## src/sv/oar_pkg.sv

```systemverilog
// Shared types and constants for the octant arc rasteriser.
package oar_pkg;

    localparam int RADIUS_W = 8;
    localparam int MASK_W   = 8;
    localparam int COLOR_W  = 16;
    localparam int ERR_W    = 12;
    localparam int INC_W    = 11;
    localparam int OCT_IDX_W = 3;

    // request codes
    localparam logic REQ_START = 1'b0;
    localparam logic REQ_STEP  = 1'b1;

    // per octant, bit k: horizontal offset taken from y rather than x
    localparam logic [MASK_W-1:0] OCT_SWAP = 8'b0110_0110;
    // per octant, bit k: horizontal offset is subtracted from the centre
    localparam logic [MASK_W-1:0] OCT_HNEG = 8'b0011_1100;
    // per octant, bit k: vertical offset is subtracted from the centre
    localparam logic [MASK_W-1:0] OCT_VNEG = 8'b0000_1111;

    // one iteration's worth of pixels, handed to the emitter
    typedef struct packed {
        logic [RADIUS_W-1:0] x;
        logic [RADIUS_W-1:0] y;
        logic [MASK_W-1:0]   mask;
        logic [COLOR_W-1:0]  color;
        logic                done;
    } t_job;

endpackage

```

## src/sv/oar_emitter.sv

```systemverilog
// Pixel emitter: holds one iteration and sends its enabled octants one per transfer.
module oar_emitter #(
    parameter int COORD_BITS = 8
) (
    input  logic                          i_clk,
    input  logic                          i_rst_n,
    input  logic                          i_load,
    input  oar_pkg::t_job                 i_job,
    input  logic [COORD_BITS-1:0]         i_cx,
    input  logic [COORD_BITS-1:0]         i_cy,
    output logic                          o_free,
    output logic                          o_out_valid,
    input  logic                          i_out_ready,
    output logic [COORD_BITS-1:0]         o_pixel_x,
    output logic [COORD_BITS-1:0]         o_pixel_y,
    output logic [oar_pkg::COLOR_W-1:0]   o_out_color,
    output logic                          o_last_of_step,
    output logic                          o_arc_done
);

    logic [oar_pkg::MASK_W-1:0]    r_rem, n_rem;
    logic [oar_pkg::RADIUS_W-1:0]  r_x, r_y;
    logic [COORD_BITS-1:0]         r_cx, r_cy;
    logic [oar_pkg::COLOR_W-1:0]   r_color;
    logic                          r_done;

    logic [oar_pkg::OCT_IDX_W-1:0] sel;
    logic                          single;
    logic                          xfer;
    logic [COORD_BITS-1:0]         h_off, v_off;

    // lowest enabled octant goes first
    always_comb begin
        sel = '0;
        for (int k = oar_pkg::MASK_W - 1; k >= 0; k--) begin
            if (r_rem[k]) begin
                sel = oar_pkg::OCT_IDX_W'(k);
            end
        end
    end

    assign single = (r_rem & (r_rem - oar_pkg::MASK_W'(1))) == '0;
    assign o_out_valid = r_rem != '0;
    assign xfer = o_out_valid && i_out_ready;
    assign o_free = !o_out_valid || (i_out_ready && single);

    always_comb begin
        if (oar_pkg::OCT_SWAP[sel]) begin
            h_off = COORD_BITS'(r_y);
            v_off = COORD_BITS'(r_x);
        end else begin
            h_off = COORD_BITS'(r_x);
            v_off = COORD_BITS'(r_y);
        end
        o_pixel_x = oar_pkg::OCT_HNEG[sel] ? (r_cx - h_off) : (r_cx + h_off);
        o_pixel_y = oar_pkg::OCT_VNEG[sel] ? (r_cy - v_off) : (r_cy + v_off);
    end

    assign o_out_color    = r_color;
    assign o_last_of_step = single;
    assign o_arc_done     = single && r_done;

    always_comb begin
        if (i_load) begin
            n_rem = i_job.mask;
        end else if (xfer) begin
            n_rem = r_rem & (r_rem - oar_pkg::MASK_W'(1));
        end else begin
            n_rem = r_rem;
        end
    end

    always_ff @(posedge i_clk) begin
        if (!i_rst_n) begin
            r_rem <= '0;
        end else begin
            r_rem <= n_rem;
        end
    end

    always_ff @(posedge i_clk) begin
        if (i_load) begin
            r_x     <= i_job.x;
            r_y     <= i_job.y;
            r_cx    <= i_cx;
            r_cy    <= i_cy;
            r_color <= i_job.color;
            r_done  <= i_job.done;
        end
    end

endmodule

```

## src/sv/octant_arc_rasterizer.sv

```systemverilog
// Top level of the midpoint circle and arc pixel generator.
//
//  channel  direction  handshake                  payload
//  in       sink       i_in_valid / o_in_ready    req_type, centre, radius, mask, colour
//  out      source     o_out_valid / i_out_ready  pixel x/y, colour, last_of_step, arc_done
//
// A start transfer latches the arc and emits nothing. A step transfer runs one
// midpoint iteration in the cycle it is accepted and hands its pixels to the
// emitter, which sends one pixel per cycle while i_out_ready is high, one for each
// enabled octant of the mask.
// The next item is taken in the same cycle as the last pixel of the previous one.
// Reset is synchronous, active low; it clears the busy flag and the emitter.
// A stall on the output holds the current pixel and backs up into o_in_ready.
module octant_arc_rasterizer #(
    parameter int COORD_BITS = 8
) (
    input  logic                          i_clk,
    input  logic                          i_rst_n,
    input  logic                          i_in_valid,
    output logic                          o_in_ready,
    input  logic                          i_req_type,
    input  logic [COORD_BITS-1:0]         i_center_x,
    input  logic [COORD_BITS-1:0]         i_center_y,
    input  logic [oar_pkg::RADIUS_W-1:0]  i_radius,
    input  logic [oar_pkg::MASK_W-1:0]    i_octant_mask,
    input  logic [oar_pkg::COLOR_W-1:0]   i_pixel_color,
    output logic                          o_out_valid,
    input  logic                          i_out_ready,
    output logic [COORD_BITS-1:0]         o_pixel_x,
    output logic [COORD_BITS-1:0]         o_pixel_y,
    output logic [oar_pkg::COLOR_W-1:0]   o_out_color,
    output logic                          o_last_of_step,
    output logic                          o_arc_done
);

    // arc state
    logic                                r_busy, n_busy;
    logic [COORD_BITS-1:0]               r_cx, r_cy;
    logic [oar_pkg::MASK_W-1:0]          r_mask;
    logic [oar_pkg::COLOR_W-1:0]         r_color;
    logic [oar_pkg::RADIUS_W-1:0]        r_x, n_x;
    logic [oar_pkg::RADIUS_W-1:0]        r_y;
    logic signed [oar_pkg::ERR_W-1:0]    r_err, n_err, err_y;
    logic signed [oar_pkg::INC_W-1:0]    r_xinc, n_xinc;
    logic signed [oar_pkg::INC_W-1:0]    r_yinc;
    logic signed [oar_pkg::ERR_W+1:0]    mid_test;
    logic [oar_pkg::RADIUS_W:0]          y_next;

    logic          accept;
    logic          do_start;
    logic          do_step;
    logic          emit_free;
    oar_pkg::t_job job;

    assign o_in_ready = emit_free;
    assign accept     = i_in_valid && o_in_ready;
    // a start with zero radius or empty mask leaves everything alone
    assign do_start   = accept && (i_req_type == oar_pkg::REQ_START)
                        && (i_radius != '0) && (i_octant_mask != '0);
    // a step while idle is dropped
    assign do_step    = accept && (i_req_type == oar_pkg::REQ_STEP) && r_busy;

    // one midpoint iteration: advance y, add the y increment, then test the midpoint
    always_comb begin
        y_next   = {1'b0, r_y} + (oar_pkg::RADIUS_W + 1)'(1);
        err_y    = r_err + oar_pkg::ERR_W'(r_yinc);
        mid_test = signed'({err_y[oar_pkg::ERR_W-1], err_y, 1'b0})
                   + (oar_pkg::ERR_W + 2)'(r_xinc);
        if (!mid_test[oar_pkg::ERR_W+1] && (mid_test != '0)) begin
            // step x inward
            n_x    = r_x - oar_pkg::RADIUS_W'(1);
            n_err  = err_y + oar_pkg::ERR_W'(r_xinc);
            n_xinc = r_xinc + oar_pkg::INC_W'(2);
        end else begin
            n_x    = r_x;
            n_err  = err_y;
            n_xinc = r_xinc;
        end
        // arc ends once x falls below y
        n_busy = !({1'b0, n_x} < y_next);
    end

    // pixels use the position before the update
    always_comb begin
        job.x     = r_x;
        job.y     = r_y;
        job.mask  = r_mask;
        job.color = r_color;
        job.done  = !n_busy;
    end

    always_ff @(posedge i_clk) begin
        if (!i_rst_n) begin
            r_busy <= 1'b0;
        end else if (do_start) begin
            r_busy <= 1'b1;
        end else if (do_step) begin
            r_busy <= n_busy;
        end
    end

    always_ff @(posedge i_clk) begin
        if (do_start) begin
            r_cx    <= i_center_x;
            r_cy    <= i_center_y;
            r_mask  <= i_octant_mask;
            r_color <= i_pixel_color;
            r_x     <= i_radius;
            r_y     <= '0;
            r_err   <= '0;
            r_xinc  <= signed'(oar_pkg::INC_W'(1) - {2'b00, i_radius, 1'b0});
            r_yinc  <= '0;
        end else if (do_step) begin
            r_x     <= n_x;
            r_y     <= y_next[oar_pkg::RADIUS_W-1:0];
            r_err   <= n_err;
            r_xinc  <= n_xinc;
            r_yinc  <= r_yinc + oar_pkg::INC_W'(2);
        end
    end

    oar_emitter #(
        .COORD_BITS (COORD_BITS)
    ) u_emitter (
        .i_clk          (i_clk),
        .i_rst_n        (i_rst_n),
        .i_load         (do_step),
        .i_job          (job),
        .i_cx           (r_cx),
        .i_cy           (r_cy),
        .o_free         (emit_free),
        .o_out_valid    (o_out_valid),
        .i_out_ready    (i_out_ready),
        .o_pixel_x      (o_pixel_x),
        .o_pixel_y      (o_pixel_y),
        .o_out_color    (o_out_color),
        .o_last_of_step (o_last_of_step),
        .o_arc_done     (o_arc_done)
    );

endmodule
```

## config.mk

```make
export PLATFORM = sky130hd
export DESIGN_NAME = octant_arc_rasterizer
export DESIGN_NICKNAME = d
export VERILOG_FILES = /design/src/sv/oar_pkg.sv /design/src/sv/oar_emitter.sv /design/src/sv/octant_arc_rasterizer.sv
export SDC_FILE = /design/constraint.sdc
export NUM_CORES = 1
export LEC_CHECK = 0
export ABC_AREA = 1
export BUFFER_PORTS_ARGS = -buffer_cell sky130_fd_sc_hd__buf_2
export CORE_AREA = 2 2 135 190
export CTS_CLUSTER_SIZE = 20
export DETAILED_ROUTE_END_ITERATION = 10
export DIE_AREA = 0 0 137 192
export PLACE_DENSITY_LB_ADDON = 0.1
export SLEW_MARGIN = 20
export SYNTH_ARGS = -nofsm -noshare
export SYNTH_HDL_FRONTEND = slang
export SYNTH_SLANG_ARGS = --single-unit
export TNS_END_PERCENT = 100
```

## constraint.sdc

```tcl
create_clock -name i_clk -period 4.8 [get_ports i_clk]
set_input_delay 0.72 -clock i_clk [delete_from_list [all_inputs] [get_ports i_clk]]
set_output_delay 0.72 -clock i_clk [all_outputs]
set_load 0.03 [all_outputs]
```

==> results of run 1 <==
registers in the layout, summed over array words and instances, names as in the netlist:
name,flops
u_emitter.r_rem,8
u_emitter.r_cy,8
r_cx,8
u_emitter.r_cx,8
u_emitter.r_x,8
r_busy,1
r_x,8
r_yinc,10
u_emitter.o_out_color,16
u_emitter.r_y,8
r_err,12
u_emitter.r_done,1
r_y,8
r_color,16
r_mask,8
r_xinc,10
r_cy,8
metal layers:
metal / track usage (%) / wire, microns
met5: 0 / 0
met4: 6.82 / 542
met3: 2.85 / 550
met2: 30.2 / 11100
met1: 17.4 / 8120
kinds of logic (layout without fill, tap and decap cells):
kind of cell,Yosys count,in the layout
simple gates,390,390
fa+ha+maj,62,62
xor+xnor,59,59
buf+inv,155,283
other cells,0,1
flops,146,146
compound gates,152,152
Yosys cell counts, drive strengths merged:
cell type	count	share of area (%)
a211oi	5	0.44
a21boi	1	0.088
a21o	3	0.26
a21oi	52	3.2
a221oi	1	0.10
a31o	2	0.21
a31oi	5	0.37
and2	1	0.073
buf	14	1.4
clkbuf	2	0.088
clkinv	2	0.16
dfxtp	39	9.2
edfxtp	107	38
fa	4	0.94
ha	58	8.5
inv	137	6.0
nand2	232	11
nand3	57	3.4
nand3b	4	0.35
nand4	13	1.1
nor2	67	3.1
nor3	11	0.65
nor4	2	0.15
o211ai	2	0.18
o21a	1	0.088
o21ai	66	4.3
o21bai	4	0.35
o221ai	1	0.10
o22ai	8	0.59
o31ai	1	0.088
or2	3	0.22
xnor2	16	1.6
xor2	43	4.4
per-stage QoR:
stage	hold WS (ns)	util [%]
final	0.418	41.7
after global routing	0.425	41.7
after CTS	0.420	40.6
after detailed placement	0.406	38.3
after global placement	0.402	38.3
after floorplan	0.400	-
worst max-delay path, cell delays in order, from the launching register on:
cell and delay [ns]:
dfxtp_2 0.35, inv_2 0.06, nand2_1 0.09, nand2_1 0.07, a21oi_2 0.17, nor2_1 0.07
nand2_2 0.16, nand2_8 0.11, nand2_1 0.09, o21ai_2 0.07, ha_1 0.19, inv_1 0.08
nand2_1 0.06, xor2_1 0.14, inv_1 0.06, ha_1 0.37, a21o_1 0.24, a31oi_4 0.19
o221ai_2 0.15, nand3b_1 0.17, nand2_1 0.08, inv_1 0.04, nand3_1 0.05, nand2_1 0.06
clkbuf_4 0.18
power breakdown:
part | internal [uW] | switching, uW | total (uW)
registers | 1430 | 51.2 | 1490
clock network | 712 | 535 | 1250
logic | 457 | 787 | 1240
total | 2600 | 1370 | 3980
final cells by class:
cell class,count,area share (%)
Tap cell,315,3.86
Antenna cell,1,0.0245
Clock inverter,13,1.09
Multi-Input combinational cell,663,40.1
Inverter,139,5.17
Clock buffer,19,4.24
Sequential cell,146,39.2
Timing Repair Buffer,112,6.33
timing repair:
item	in CTS	in global routing
pin swaps	0	6
setup buffers	0	6
gates resized for setup	3	48
endpoints found under the setup margin	2	9
worst paths after layout:
kind | cells past startpoint | from | end
setup / recovery | 24 | u_emitter.r_rem[6] | o_pixel_y[7]
hold / removal | 0 | r_color[14] | u_emitter.o_out_color[14]
setup reg to reg | 30 | r_yinc[1] | u_emitter.r_done
hold reg to reg | 0 | r_color[14] | u_emitter.o_out_color[14]
==> results.toml, run 1 <==
[routing]
wl_per_cell_microns = 14.5
antenna_left = 0
drt_wl_total_mm = 20.4
drtPass1Iterations = 5
viasPerCell = 4.68
drc = 0
vias = 6593
initialDrtViolationCount = 235

[cells_and_area]
final_area_sq_um = 10200
layout.area.seq_sq_um = 4010
nFillCells = 2487
layout_common_cells = "221 x nand2_1, 132 x inv_1, 107 x edfxtp_1"
final_common_cell = "nand2_1"
fin_nets = 1194
fin_cells = 1408
area_growth_pct = 19.8
drive_above_1_share_pct = 19.7
multi_input_area_sq_um = 4090

[clocking]
postCtsHoldBufs = 0
root_buffer = "clkbuf_16"
htreeDepth = 4
cts_tree = "built"
cts.sinks = 146
cts_buffer_depth = 2
clk_pin_slew_ns = 0.06
cts_buffers = 17
clkLatencyLatePin_ns = 0.43

[sta]
fmaxAchievable_ghz = 0.225
drv_slew = 0
fin_ws_ns = 0.349
finalSetupViolations = 0
finalHoldViolCount = 0
final.setup.tns_ns = 0
skew_ns = 0.00855
min_period_ns = 4.45
tightest_slew_ns = 0.673
slew_headroom_pct = 54.8
min_period_over_period_pct = 92.7

[synthesis]
synth_top_family_by_area = "simple AND/OR/NAND/NOR gates"
synthXorXnorAreaFrac_pct = 6.06
synth_cell_types = 46
syn_inst = 964
synth_compound_area_share_pct = 10.4
syn_area_sq_um = 8530
syn_avg_cell_area_sq_um = 8.85
synth_nets = 1079
synth-seq-cells = 146
synth_fa_ha_area_share_pct = 9.45
synth-simple-area-share_pct = 19.6
synth.area.mux_share_pct = 0
ys_seq_area_share_pct = 46.8
yosysWarnings = 0

[setup_path]
required_ns = 4.08
cp-start-kind = "register"
crit_path_max_fanout = 11
critical_path_class = "register to output port"
worst_ep_arrival_time_ns = 3.73
end_kind = "output port"
regToRegSetupSlack_ns = 0.46

[die]
dieHeight_microns = 192
rows = 68
core_area_sq_um = 24500
initial_core_util_pct = 34.8
die-area_sq_um = 26300
io_pins = 89
die_x_microns = 137

[pwr]
power.total_uw = 3980
p_leak_uw = 0.00446
ir_drop_mv = 0.279
cellPowerDensity_nw_per_um2 = 389

[place]
dp.cells = 1369
globalplace.congestion = 0.834
io_buffers = 88
dpl_cell_area_sq_um = 9380
dp_hpwl_mm = 15.6
pre_cts_slack_ns = 0.160

[worst_hold_path]
min_path_type = "register to register"

[flow_run]
cap_violations = 0

[grt]
track_usage_pct = 16.1
grt_max_degree = 41
grt_pass1_wl_mm = 32.3
grt_pass1_vias = 6445
grt_overflow = 0
antenna_found_initial = 1

[status]
status = "finished clean"
Note: power is estimated with default switching activity, not from simulation.
==> run 2: changes to the inputs <==
==> constraint.sdc (replaced) <==
create_clock -name i_clk -period 4.8 [get_ports i_clk]
set_input_delay 0.24 -clock i_clk [delete_from_list [all_inputs] [get_ports i_clk]]
set_output_delay 0.24 -clock i_clk [all_outputs]
set_load 0.03 [all_outputs]
==> run 2 against run 1 <==
  * Critical path depth unchanged
  * Die area unchanged
  * Sequential share of layout area is 1.0 points lower
  * Clock power is 21% higher
  * Routed wire length rose by 1.5%
  * Fmax increased by 2.6%
  * Worst hold slack got worse by 0.39 ns
  * Critical endpoint unchanged
  * Largest power group is now clock
  * Highest routed layer unchanged
==> results.toml, run 2 (synthesis results as in run 1) <==
[status]
status = "finished clean"

[die]
die-area_sq_um = 26300
dieHeight_microns = 192
core_area_sq_um = 24500
io_pins = 89
initial_core_util_pct = 34.8
die_x_microns = 137
rows = 68

[sta]
finalSetupViolations = 0
rsz0062_at_grt = "no"
fmaxAchievable_ghz = 0.231
final.setup.tns_ns = 0
min_period_over_period_pct = 90.4
finalHoldViolCount = 0
slew_headroom_pct = 56.9
hold_ws_ns = 0.0261
tightest_slew_ns = 0.645
min_period_ns = 4.34
skew_ns = 0.0103
drv_slew = 0

[place]
dp.cells = 1363
dp_hpwl_mm = 15.5
globalplace.congestion = 0.840
io_buffers = 88
dpl_cell_area_sq_um = 9340

[cells_and_area]
nFillCells = 2447
final_area_sq_um = 10500
fin_cells = 1434
fin_nets = 1221
drive_above_1_share_pct = 16.0
multi_input_area_sq_um = 3960
area_growth_pct = 22.8
layout_common_cells = "222 x nand2_1, 132 x inv_1, 107 x edfxtp_1"
antenna_cells = 0
final_common_cell = "nand2_1"
layout.area.seq_sq_um = 4000

[grt]
antenna_found_initial = 0
grt_max_degree = 60
grt_pass1_wl_mm = 32.4
track_usage_pct = 16.2
grt_overflow = 0
grt_pass1_vias = 6549

[setup_path]
end_kind = "output port"
critical_path.cell_chain = "inv_2 > nand2_1 > nand2_1 > a21oi_2 > nor2_1 > nand2_2 > nand2_2 > nand2_1 > o21ai_2 > ha_1 > inv_1 > nand2_1 > xor2_1 > inv_1 > ha_1 > a21o_1 > a31oi_1 > o221ai_1 > nand3b_1 > nand2_1 > inv_1 > nand3_1 > nand2_1 > buf_2"
crit_path_max_fanout = 16
slowest_delay_ns = 0.38
required_ns = 4.56
worst_ep_arrival_time_ns = 4.10
critical_path_class = "register to output port"
cp-start-kind = "register"
worst_path_max_delay_cell = "dfxtp_1"
cpMostUsedCell = "nand2_1"

[clocking]
cts_buffers = 17
cts.sinks = 146
root_buffer = "clkbuf_16"
clkLatencyLatePin_ns = 0.43
cts_tree = "built"
cts_setup_buffers = 0
htreeDepth = 4
clk_pin_slew_ns = 0.06
cts_buffer_depth = 2

[routing]
vias = 6707
initialDrtViolationCount = 278
viasPerCell = 4.68
drt_wl_total_mm = 20.7
wl_per_cell_microns = 14.4
drtPass1Iterations = 4
antenna_left = 0
drc = 0

[pwr]
ir_drop_mv = 0.281
power.total_uw = 4200
switching_share_pct = 32.1
p_sw_uw = 1350
combinationalPowerShare_pct = 28.6
clkPwrFrac_pct = 36.0
internal_power_uw = 2850
pwr-share-seq_pct = 35.4
p_leak_uw = 0.00458
cellPowerDensity_nw_per_um2 = 401

[flow_run]
cap_violations = 0

[worst_hold_path]
min_path_type = "input port to register"
## run 2: worst paths after layout
check | start | endpoint | slack (ns) | cells past startpoint
setup / recovery | u_emitter.r_rem[6] | o_pixel_y[7] | 0.46 | 24
hold / removal | i_octant_mask[1] | r_mask[1] | 0.03 | 1
setup reg to reg | r_yinc[1] | r_busy | 0.52 | 32
hold reg to reg | r_cy[6] | u_emitter.r_cy[6] | 0.42 | 0
## run 2: power by group through the flow
| stage | clock network (uW) | registers (uW) | logic (uW) |
|---|---|---|---|
| after global placement | 0 | 1510 | 1170 |
| final | 1510 | 1490 | 1200 |
| after global routing | 1600 | 1500 | 1360 |
| after detailed placement | 0 | 1510 | 1170 |
| after CTS | 1550 | 1480 | 1200 |
| after floorplan | 0 | 1500 | 872 |
## run 2: stage by stage
step | utilization [%] | setup WS [ns]
2_1_floorplan | - | 0.549
3_3_place_gp | 38.1 | 0.263
3_5_place_dp | 38.1 | 0.145
4_1_cts | 42.3 | 0.131
5_1_grt | 42.7 | 0.0180
6_report | 42.7 | 0.463
## run 2: layout make-up
class / instances / area share [%]
flip-flops and latches: 146 / 38.2
multi-input cells: 663 / 37.8
repair buffers: 139 / 8.91
inverters: 139 / 5.04
clock buffers: 22 / 4.34
well taps: 315 / 3.76
clock inverters: 10 / 1.96
## run 2: critical path, delay by kind of cell, from the launching register on
family          cells  cell delay [ns]
compound gates      5             0.96
xor+xnor            1             0.19
fa+ha+maj           2             0.53
buf+inv             5             0.41
flops               1             0.38
simple gates       11             1.20
## run 2: what timing repair did
| item | CTS | global route |
|---|---|---|
| resized for setup | 0 | 14 |
| hold buffers | 38 | 1 |
| endpoints found under the setup margin | 0 | 2 |
| endpoints found under the hold margin | 38 | 1 |
## run 2: layer usage
layer | up-vias | track usage, % | part of all wire [%]
li1 | 3502 | - | -
met1 | 3072 | 17.7 | 40
met2 | 102 | 30.5 | 54
met3 | 31 | 3.06 | 3.6
met4 | 0 | 6.15 | 2.5
met5 | - | 0 | 0
==> run 3: changes to the inputs <==
--- a/config.mk
+++ b/config.mk
@@ -8,6 +8,8 @@
 export ABC_AREA = 1
 export BUFFER_PORTS_ARGS = -buffer_cell sky130_fd_sc_hd__buf_2
 export CORE_AREA = 2 2 135 190
+export CTS_BUF_LIST = sky130_fd_sc_hd__clkbuf_16
+export CTS_CLUSTER_DIAMETER = 150
 export CTS_CLUSTER_SIZE = 20
 export DETAILED_ROUTE_END_ITERATION = 10
 export DIE_AREA = 0 0 137 192
==> run 3 against run 2 <==
  * Global-route usage about the same
  * Sequential share of layout area barely moved
  * Die area unchanged
  * Clock skew about the same
  * Fmax hardly changed
  * Utilization about the same
==> results.toml, run 3 (synthesis results as in run 1) <==
[status]
status = "finished clean"

[sta]
finalSetupViolations = 0
tightest_slew_ns = 0.645
final.setup.tns_ns = 0
drv_slew = 0
fmaxAchievable_ghz = 0.231
skew_ns = 0.0105
slew_headroom_pct = 56.9
min_period_over_period_pct = 90.3
min_period_ns = 4.33
finalHoldViolCount = 0
rsz0062_at_grt = "no"
fin_ws_ns = 0.465
hold_ws_ns = 0.0287

[clocking]
clkLatencyLatePin_ns = 0.43
cts_buffers = 17
clk_pin_slew_ns = 0.06
cts.sinks = 146
root_buffer = "clkbuf_16"
cts_setup_buffers = 0
htreeDepth = 4
cts_buffer_depth = 2
cts_tree = "built"

[cells_and_area]
area_growth_pct = 22.7
nFillCells = 2451
fin_nets = 1221
final_common_cell = "nand2_1"
drive_above_1_share_pct = 15.9
antenna_cells = 0
layout.area.seq_sq_um = 4000
multi_input_area_sq_um = 3960
layout_common_cells = "222 x nand2_1, 136 x inv_1, 107 x edfxtp_1"
final_area_sq_um = 10500
fin_cells = 1434

[pwr]
cellPowerDensity_nw_per_um2 = 399
ir_drop_mv = 0.280
p_leak_uw = 0.00459

[place]
dpl_cell_area_sq_um = 9340
io_buffers = 88
dp_hpwl_mm = 15.5
globalplace.congestion = 0.840
pre_cts_slack_ns = 0.145
dp.cells = 1363

[setup_path]
required_ns = 4.56
cp-start-kind = "register"
critical_path_class = "register to output port"
crit_path_max_fanout = 16
worst_ep_arrival_time_ns = 4.09
regToRegSetupSlack_ns = 0.51
end_kind = "output port"

[routing]
viasPerCell = 4.68
initialDrtViolationCount = 251
drtPass1Iterations = 4
wl_per_cell_microns = 14.4
drt_wl_total_mm = 20.7
vias = 6711
drc = 0
antenna_left = 0

[die]
die_x_microns = 137
dieHeight_microns = 192
initial_core_util_pct = 34.8
core_area_sq_um = 24500
rows = 68
die-area_sq_um = 26300
io_pins = 89

[grt]
grtUsageMet1_pct = 17.6
track_usage_pct = 16.2
grt_overflow = 0
grt_util_met3_pct = 3.06
antenna_found_initial = 0
grt_max_degree = 60
top_usage_layer = "met2"
met2_usage_pct = 30.5
grt_pass1_vias = 6543
grt_pass1_wl_mm = 32.4

[worst_hold_path]
min_path_type = "input port to register"

[flow_run]
cap_violations = 0
run 3: cell count changes in the layout (fill, tap and decap cells not counted):
cell / change
clkbuf_1: -4
inv_1: +4
clkbuf_8: -1
clkinv_1: +1
run 3: metrics by stage:
step                util (%)  power, uW
global route            42.7       4430
detailed placement      38.1       2680
floorplan                  -       2370
global placement        38.1       2680
CTS                     42.3       4210
finish                  42.7       4170
run 3: worst paths after layout:
path	startpoint	to	depth (start not counted)
worst min-delay path	i_octant_mask[1]	r_mask[1]	1
worst max register to register	r_yinc[1]	u_emitter.r_done	30
worst min register to register	r_cy[6]	u_emitter.r_cy[6]	0
worst max-delay path	u_emitter.r_rem[6]	o_pixel_y[7]	24
run 3: area by class of cell:
class | instances | share of cell area, %
sequential | 146 | 38.2
multi-input combinational | 663 | 37.9
timing repair buffer | 139 | 8.92
inverter | 139 | 5.05
clock buffer | 17 | 4.07
tap | 315 | 3.77
clock inverter | 15 | 2.14
run 3: critical path, cell delays in order (launching register included):
cell	delay [ns]
dfxtp_1	0.38
inv_2	0.07
nand2_1	0.09
nand2_1	0.07
a21oi_2	0.16
nor2_1	0.07
nand2_2	0.15
nand2_2	0.23
nand2_1	0.14
o21ai_2	0.08
ha_1	0.20
inv_1	0.07
nand2_1	0.06
xor2_1	0.19
inv_1	0.06
ha_1	0.33
a21o_1	0.19
a31oi_1	0.31
o221ai_1	0.22
nand3b_1	0.20
nand2_1	0.07
inv_1	0.04
nand3_1	0.06
nand2_1	0.06
buf_2	0.17
run 3: where the power goes:
group	switching, uW	internal [uW]
Clock	525	964
Combinational	771	427
Sequential	51.5	1440
run 3: repair_timing:
item,4_1_cts,5_1_grt
hold endpoints to repair,38,1
setup endpoints to repair,0,2
hold buffers,38,1
gates resized for setup,0,14
run 3: routing by layer:
metal	up-vias	wire length, microns	share of wire (%)
met2	109	11100	54
li1	3501	-	-
met1	3074	8320	40
met4	0	470	2.3
met5	-	0	0
met3	27	761	3.7
